<file path="config.mk">
export PLATFORM = sky130hd
export DESIGN_NAME = bls_update
export DESIGN_NICKNAME = d
export VERILOG_FILES = /design/src/hw/rtl/bls_pkg.sv /design/src/hw/rtl/bls_update.sv
export SDC_FILE = /design/constraint.sdc
export NUM_CORES = 2
export LEC_CHECK = 0
export ABC_AREA = 1
export BUFFER_PORTS_ARGS = -buffer_cell sky130_fd_sc_hd__buf_2
export CELL_PAD_IN_SITES_DETAIL_PLACEMENT = 0
export CELL_PAD_IN_SITES_GLOBAL_PLACEMENT = 2
export CORE_MARGIN = 10
export CORE_UTILIZATION = 36
export DETAILED_ROUTE_END_ITERATION = 8
export PLACE_DENSITY_LB_ADDON = 0.2
export SETUP_SLACK_MARGIN = 0.4
export SLEW_MARGIN = 20
export SYNTH_ARGS = -nofsm -noshare
export SYNTH_HDL_FRONTEND = slang
export SYNTH_SLANG_ARGS = --single-unit
export TNS_END_PERCENT = 30
</file>
<file path="constraint.sdc">
create_clock -name clk_i -period 2.3 [get_ports clk_i]
set_input_delay 0.345 -clock clk_i [delete_from_list [all_inputs] [get_ports clk_i]]
set_output_delay 0.345 -clock clk_i [all_outputs]
set_load 0.03 [all_outputs]
</file>
<file path="src/hw/rtl/bls_pkg.sv">
// Shared types and constants of the binomial lattice stencil block.
// No dependencies; every other file of the block imports this package.
`default_nettype none

package bls_pkg;

  localparam int unsigned BUFFER_DEPTH_DEF = 1024;

  // Field widths of the request and response channels
  localparam int unsigned OP_W    = 2;
  localparam int unsigned ADDR_W  = 10;
  localparam int unsigned VALUE_W = 32;
  localparam int unsigned SIZE_W  = 11;

  // Up weight pu is unsigned Q1.16; the integer bit is needed to hold one
  localparam int unsigned PU_W           = 17;
  localparam int unsigned PROB_FRAC_BITS = 16;
  localparam logic [PU_W-1:0] PROB_ONE   = PU_W'(1) << PROB_FRAC_BITS;
  localparam logic [PU_W-1:0] PU_RESET   = PU_W'(32768);

  localparam logic STATUS_OK    = 1'b0;
  localparam logic STATUS_RANGE = 1'b1;

  typedef enum logic [OP_W-1:0] {
    OP_WRITE    = 2'd0,
    OP_TRIANGLE = 2'd1,
    OP_RHOMBUS  = 2'd2,
    OP_READ     = 2'd3
  } op_e;

  typedef enum logic [1:0] {
    ST_IDLE,
    ST_READ,
    ST_DRAIN,
    ST_DONE
  } state_e;

endpackage

`default_nettype wire

</file>
<file path="src/hw/rtl/bls_update.sv">
// Element update: registered weighted products, then floor, add and saturate.
// Depends on bls_pkg; produces the write-back port of the lattice buffer.
`default_nettype none

module bls_update
  import bls_pkg::*;
#(
  parameter int unsigned IDX_W = 10
) (
  input  wire logic                      clk_i,
  input  wire logic                      rst_ni,
  input  wire logic                      in_valid_i,
  input  wire logic [IDX_W-1:0]          in_addr_i,
  input  wire logic signed [VALUE_W-1:0] prev_i,
  input  wire logic signed [VALUE_W-1:0] next_i,
  input  wire logic [PU_W-1:0]           pu_i,
  output      logic                      wr_valid_o,
  output      logic [IDX_W-1:0]          wr_addr_o,
  output      logic signed [VALUE_W-1:0] wr_data_o
);

  localparam int unsigned PROD_W = PU_W + 1 + VALUE_W;
  localparam int unsigned TERM_W = PROD_W - PROB_FRAC_BITS;
  localparam int unsigned SUM_W  = TERM_W + 1;

  logic                     valid_q;
  logic [IDX_W-1:0]         addr_q;
  logic signed [PROD_W-1:0] prod_up_q, prod_dn_q;
  logic signed [PU_W:0]     w_up, w_dn;
  logic signed [SUM_W-1:0]  sum;

  assign w_up = $signed({1'b0, pu_i});
  assign w_dn = $signed({1'b0, PROB_ONE - pu_i});

  always_ff @(posedge clk_i or negedge rst_ni) begin
    if (!rst_ni) begin
      valid_q <= 1'b0;
    end else begin
      valid_q <= in_valid_i;
    end
  end

  always_ff @(posedge clk_i) begin
    addr_q    <= in_addr_i;
    prod_up_q <= PROD_W'(w_up) * PROD_W'(next_i);
    prod_dn_q <= PROD_W'(w_dn) * PROD_W'(prev_i);
  end

  // Dropping the low fraction bits of a signed product floors it
  assign sum = SUM_W'($signed(prod_up_q[PROD_W-1:PROB_FRAC_BITS]))
             + SUM_W'($signed(prod_dn_q[PROD_W-1:PROB_FRAC_BITS]));

  always_comb begin
    if (sum[SUM_W-1:VALUE_W-1] == '0 || sum[SUM_W-1:VALUE_W-1] == '1) begin
      wr_data_o = sum[VALUE_W-1:0];
    end else if (sum[SUM_W-1]) begin
      wr_data_o = {1'b1, {(VALUE_W-1){1'b0}}};
    end else begin
      wr_data_o = {1'b0, {(VALUE_W-1){1'b1}}};
    end
  end

  assign wr_valid_o = valid_q;
  assign wr_addr_o  = addr_q;

endmodule

`default_nettype wire

</file>
# Word level (Yosys, flattened, before mapping)
# Index checks and enable logic that the tools add are counted.
[totals] output_inout_bits=43 word_cells=13 reg_bits=111 input_bits=94
[op_classes] eq_ne=1 mux=2 addsub=2 mul=2 reduce_logical=2
[ops] operator="multiplier 18 x 32 -> 50 bit" count=2
[ops] operator="two-way mux 32 bit" count=2
[ops] operator="adder 34 x 34 -> 35 bit" count=1
[ops] operator="subtractor 17 bit (first input constant)" count=1
[ops] operator="== test 4 bit (second input constant)" count=1
[ops] operator="logical NOT 4 bit" count=1
[ops] operator="logical OR 1 bit" count=1

# Logic depth before layout (Yosys ltp)
[logic_depth] word_depth=4 depth_mapped=37

# Worst setup path after synthesis
# Ideal clock, no wire load.
[synth_path] path_kind="input to register" from="in pu_i[0]" to="reg prod_dn_q[46]" n_path_buf=4 path_slack_ps=-4302 setup_time_ps=72 arrival_time_ps=6530 cell_stages=34 path_cell_list="buf_2 > clkbuf_1 > inv_1 > ha_1 > nand2_1 > nor2_2 > nand2_1 > nor2_2 > nand4_1 > and2_1 > inv_1 > buf_2 > buf_4 > nor2_1 > fa_1 > inv_1 > fa_1 > fa_1 > inv_1 > fa_1 > fa_1 > inv_1 > fa_1 > inv_1 > ha_1 > nand2_1 > nor2_1 > inv_1 > nor4_1 > nand3_1 > nand3_1 > nand2_1 > nand3b_1 > xor2_1"
[synth_between] elab_chain_cells=2
[synth_rtl] element="start, declared" line="bls_update.sv:16" text="input wire logic [PU_W-1:0] pu_i,"
[synth_rtl] element="subtractor 17 bit" line="bls_update.sv:33" text="assign w_dn = $signed({1'b0, PROB_ONE - pu_i});"
[synth_rtl] element="multiplier 18 x 32 -> 50 bit" line="bls_update.sv:46" text="prod_dn_q <= PROD_W'(w_dn) * PROD_W'(prev_i);"
[synth_rtl] element="end signal, assigned" line="bls_update.sv:46"
[synth_rtl] element="end, declared" line="bls_update.sv:28" text="logic signed [PROD_W-1:0] prod_up_q, prod_dn_q;"
# Every way passes these cells.

# Worst setup path in the final report
[layout_path] from="in pu_i[1]" to="reg prod_dn_q[42]"
# Same word-level chain as after synthesis.

==> flow_metrics.tcl <==
set metrics [dict create \
    outcome "finished with violations" \
    violations_in_the_final_reports "negative setup slack" \
    worst_setup_path_start_kind "input port" \
    clock_tree.buffer_depth 2 \
    ant_nets 0 \
    initial_core_util 0.363 \
    syn-instance-count 5527 \
    first_pass_iters 5 \
    htree_levels 3 \
    area_growth_pct 28.8 \
    dieHeight_um 365 \
    placement.io_buffers 136 \
    path_delay_family "adder cells" \
    layout_worst_path_cycle_share 2.74 \
    number_of_synthesized_flops_with_an_enable_pin 0 \
    post_route_cells_drive_above_1_share 0.242 \
    detail_route.iter0.violations 1927 \
    grt_pass1_vias 39800 \
    timing.critical_path.to_type "flip-flop" \
    cpPeakStageDelay_ns 0.55 \
    synth_cell_type_count 50 \
    yosysWarningCount 0 \
    grt_first_pass_wirelength_um 226000 \
    numCtsBuffers 9 \
    grt.total_usage 0.218 \
    timing.final.ws_setup_ns -4.00 \
    timing.hold.worst.start "in_addr_i[1]" \
    synth-async-reset-ratio 0.0127 \
    crit_top_cell "sky130_fd_sc_hd__fa_1" \
    final_core_util 0.467 \
    rows 126 \
    routedWlPerCell_um 17.9 \
    worst_hold_endpoint "wr_addr_o[1]" \
    highest_fanout_seen_on_the_critical_path 4 \
    ys_dominant_reg_cell "sky130_fd_sc_hd__dfxtp_1" \
    cts_root_buf "sky130_fd_sc_hd__clkbuf_16" \
    hold_ws_ns 0.104 \
    hp-class "input port to flip-flop" \
    avgSynthCellArea_um2 7.75 \
    drc 0 \
    clock_tree_from_tritoncts "built" \
    avgViaCountPerCell 4.59 \
    globalRouteOverflowTotal 0 \
    num_vias 36300 \
    clock-sinks 79 \
    worst_path_bufs_invs 12 \
    grt_setup_unrepaired "true" \
    grt_start_max_net_pins 38 \
    fin_nets 7760 \
    critical_path_required_ns 2.54 \
    core_area_um2 118000 \
    timing.slew.headroom 0.671 \
    dp_hpwl_um 127000 \
    crit_path_top_delay_cell "sky130_fd_sc_hd__fa_1" \
    synthesis.area_um2 42900 \
    io_pins 137 \
    die_area_um2 133000 \
    wl_um 142000 \
    ys_ff_latch 79 \
    max_slew.worst_pin.slew_ns 0.488 \
    syn_nets 6925 \
    setup.worst_path.class "input port to flip-flop" \
    hold-path-cell-count 1 \
    worst_ep_arrival_time_ns 6.54 \
    finalHoldViolations 0 \
    final.min_clock_period_ns 6.30 \
    finalWeightedCongestion 0.911 \
    clk_pin_slew_ns 0.06 \
    setup_viol 100 \
    finalMaxSlewViolations 0 \
    synth_sequential_area_ratio 0.0370 \
    antenna_found_initial 3 \
    die_x_um 365 \
    clock.fmax_mhz 159 \
    max_capacitance_violation_total 0 \
]
[cell usage after synthesis (all sizes together) (2+ instances only)]
library cell	instances	area, um2
inv	1589	5960
nand2	1324	5010
fa	1039	20800
nor2	444	1690
ha	265	3320
clkbuf	169	636
a21oi	157	786
o21ai	87	435
dfxtp	78	1560
xor2	69	612
nand3	67	360
buf	44	279
xnor2	39	349
nor3	22	121
nand4	21	131
a31oi	16	100
a21o	15	113
o21bai	15	113
nor4	11	75.1
o21a	11	82.6
and3	8	50.1
clkinv	8	30.0
a211oi	4	30.0
a21boi	4	30.0
o211ai	4	30.0
or2	4	25.0
a31o	2	17.5
o2111ai	2	17.5
o31ai	2	15.0
[how the worst max path moves through the flow]
| stage | start | end | cells after the start |
|---|---|---|---|
| floorplan | pu_i[1] | prod_dn_q[30] | 34 |
| global route | pu_i[1] | prod_dn_q[46] | 34 |
| global placement | pu_i[1] | prod_dn_q[42] | 31 |
| finish | pu_i[1] | prod_dn_q[42] | 33 |
| CTS | pu_i[2] | prod_dn_q[42] | 31 |
| detailed placement | pu_i[2] | prod_dn_q[42] | 30 |
[metal layers]
metal	vias to the layer above	global-route usage	wire length [um]
li1	17300	-	-
met2	648	0.365	66300
met4	0	0.0392	2730
met5	-	0	0
met3	118	0.0274	6110
met1	18200	0.304	66600
[layout by cell type, fill, tap and decap left out, types with 21 or more instances in the layout]
cell and instances:
sky130_fd_sc_hd__a21oi_1 112, sky130_fd_sc_hd__a21oi_2 34, sky130_fd_sc_hd__buf_12 69, sky130_fd_sc_hd__buf_2 120, sky130_fd_sc_hd__buf_4 792, sky130_fd_sc_hd__buf_6 39, sky130_fd_sc_hd__dfxtp_1 77, sky130_fd_sc_hd__fa_1 994
sky130_fd_sc_hd__fa_2 45, sky130_fd_sc_hd__ha_1 216, sky130_fd_sc_hd__ha_4 47, sky130_fd_sc_hd__inv_1 1519, sky130_fd_sc_hd__inv_2 59, sky130_fd_sc_hd__nand2_1 1236, sky130_fd_sc_hd__nand2_2 68, sky130_fd_sc_hd__nand3_1 55
sky130_fd_sc_hd__nand4_1 21, sky130_fd_sc_hd__nor2_1 363, sky130_fd_sc_hd__nor2_2 50, sky130_fd_sc_hd__nor2_4 31, sky130_fd_sc_hd__o21ai_0 37, sky130_fd_sc_hd__o21ai_1 25, sky130_fd_sc_hd__o21ai_2 22, sky130_fd_sc_hd__xnor2_1 32
sky130_fd_sc_hd__xor2_1 58
[state kept, by name, indices dropped and copies added, names as in the netlist]
register and flops:
prod_dn_q 34, wr_addr_o 10, wr_valid_o 1, prod_up_q 34
[timing repair]
| action | CTS | global route |
|---|---|---|
| hold buffers | 1 | 0 |
| setup buffers | 28 | 24 |
| pin swaps | 71 | 103 |
| endpoints found under the setup margin | 100 | 100 |
| gates cloned | 6 | 2 |
| gates resized for setup | 354 | 243 |
| hold endpoints to repair | 1 | 0 |
[logic make-up after synthesis]
logic type	count (synthesis)	share of synthesized area
fa+ha+maj	1304	0.563
compound gates	321	0.0417
flops	79	0.0370
buf+inv	1810	0.161
xor+xnor	108	0.0224
simple gates	1905	0.175
[per-stage QoR]
| step | TNS (ns) | instance area (um2) | cells | setup WS (ns) |
|---|---|---|---|---|
| final | -269.98 | 55200 | 7905 | -4.00 |
| after global routing | -291.53 | 55200 | 7905 | -4.23 |
| after CTS | -273.42 | 54200 | 7877 | -3.98 |
| after detailed placement | -305.73 | 52100 | 7826 | -4.59 |
| after global placement | -305.75 | 52100 | 7826 | -4.63 |
| after floorplan | -247.31 | 43400 | 5527 | -3.95 |
[layout make-up]
cell class	instances	area, um2
multi-input combinational	3638	36600
fill	11900	62900
antenna	2	5.00
tap	1536	1920
clock inverter	7	138
inverter	1597	6030
timing repair buffer	1037	8740
sequential	79	1590
clock buffer	9	225
Power is not shown: default switching activity piles up to over one toggle a cycle in this logic, so the estimate is an artifact.
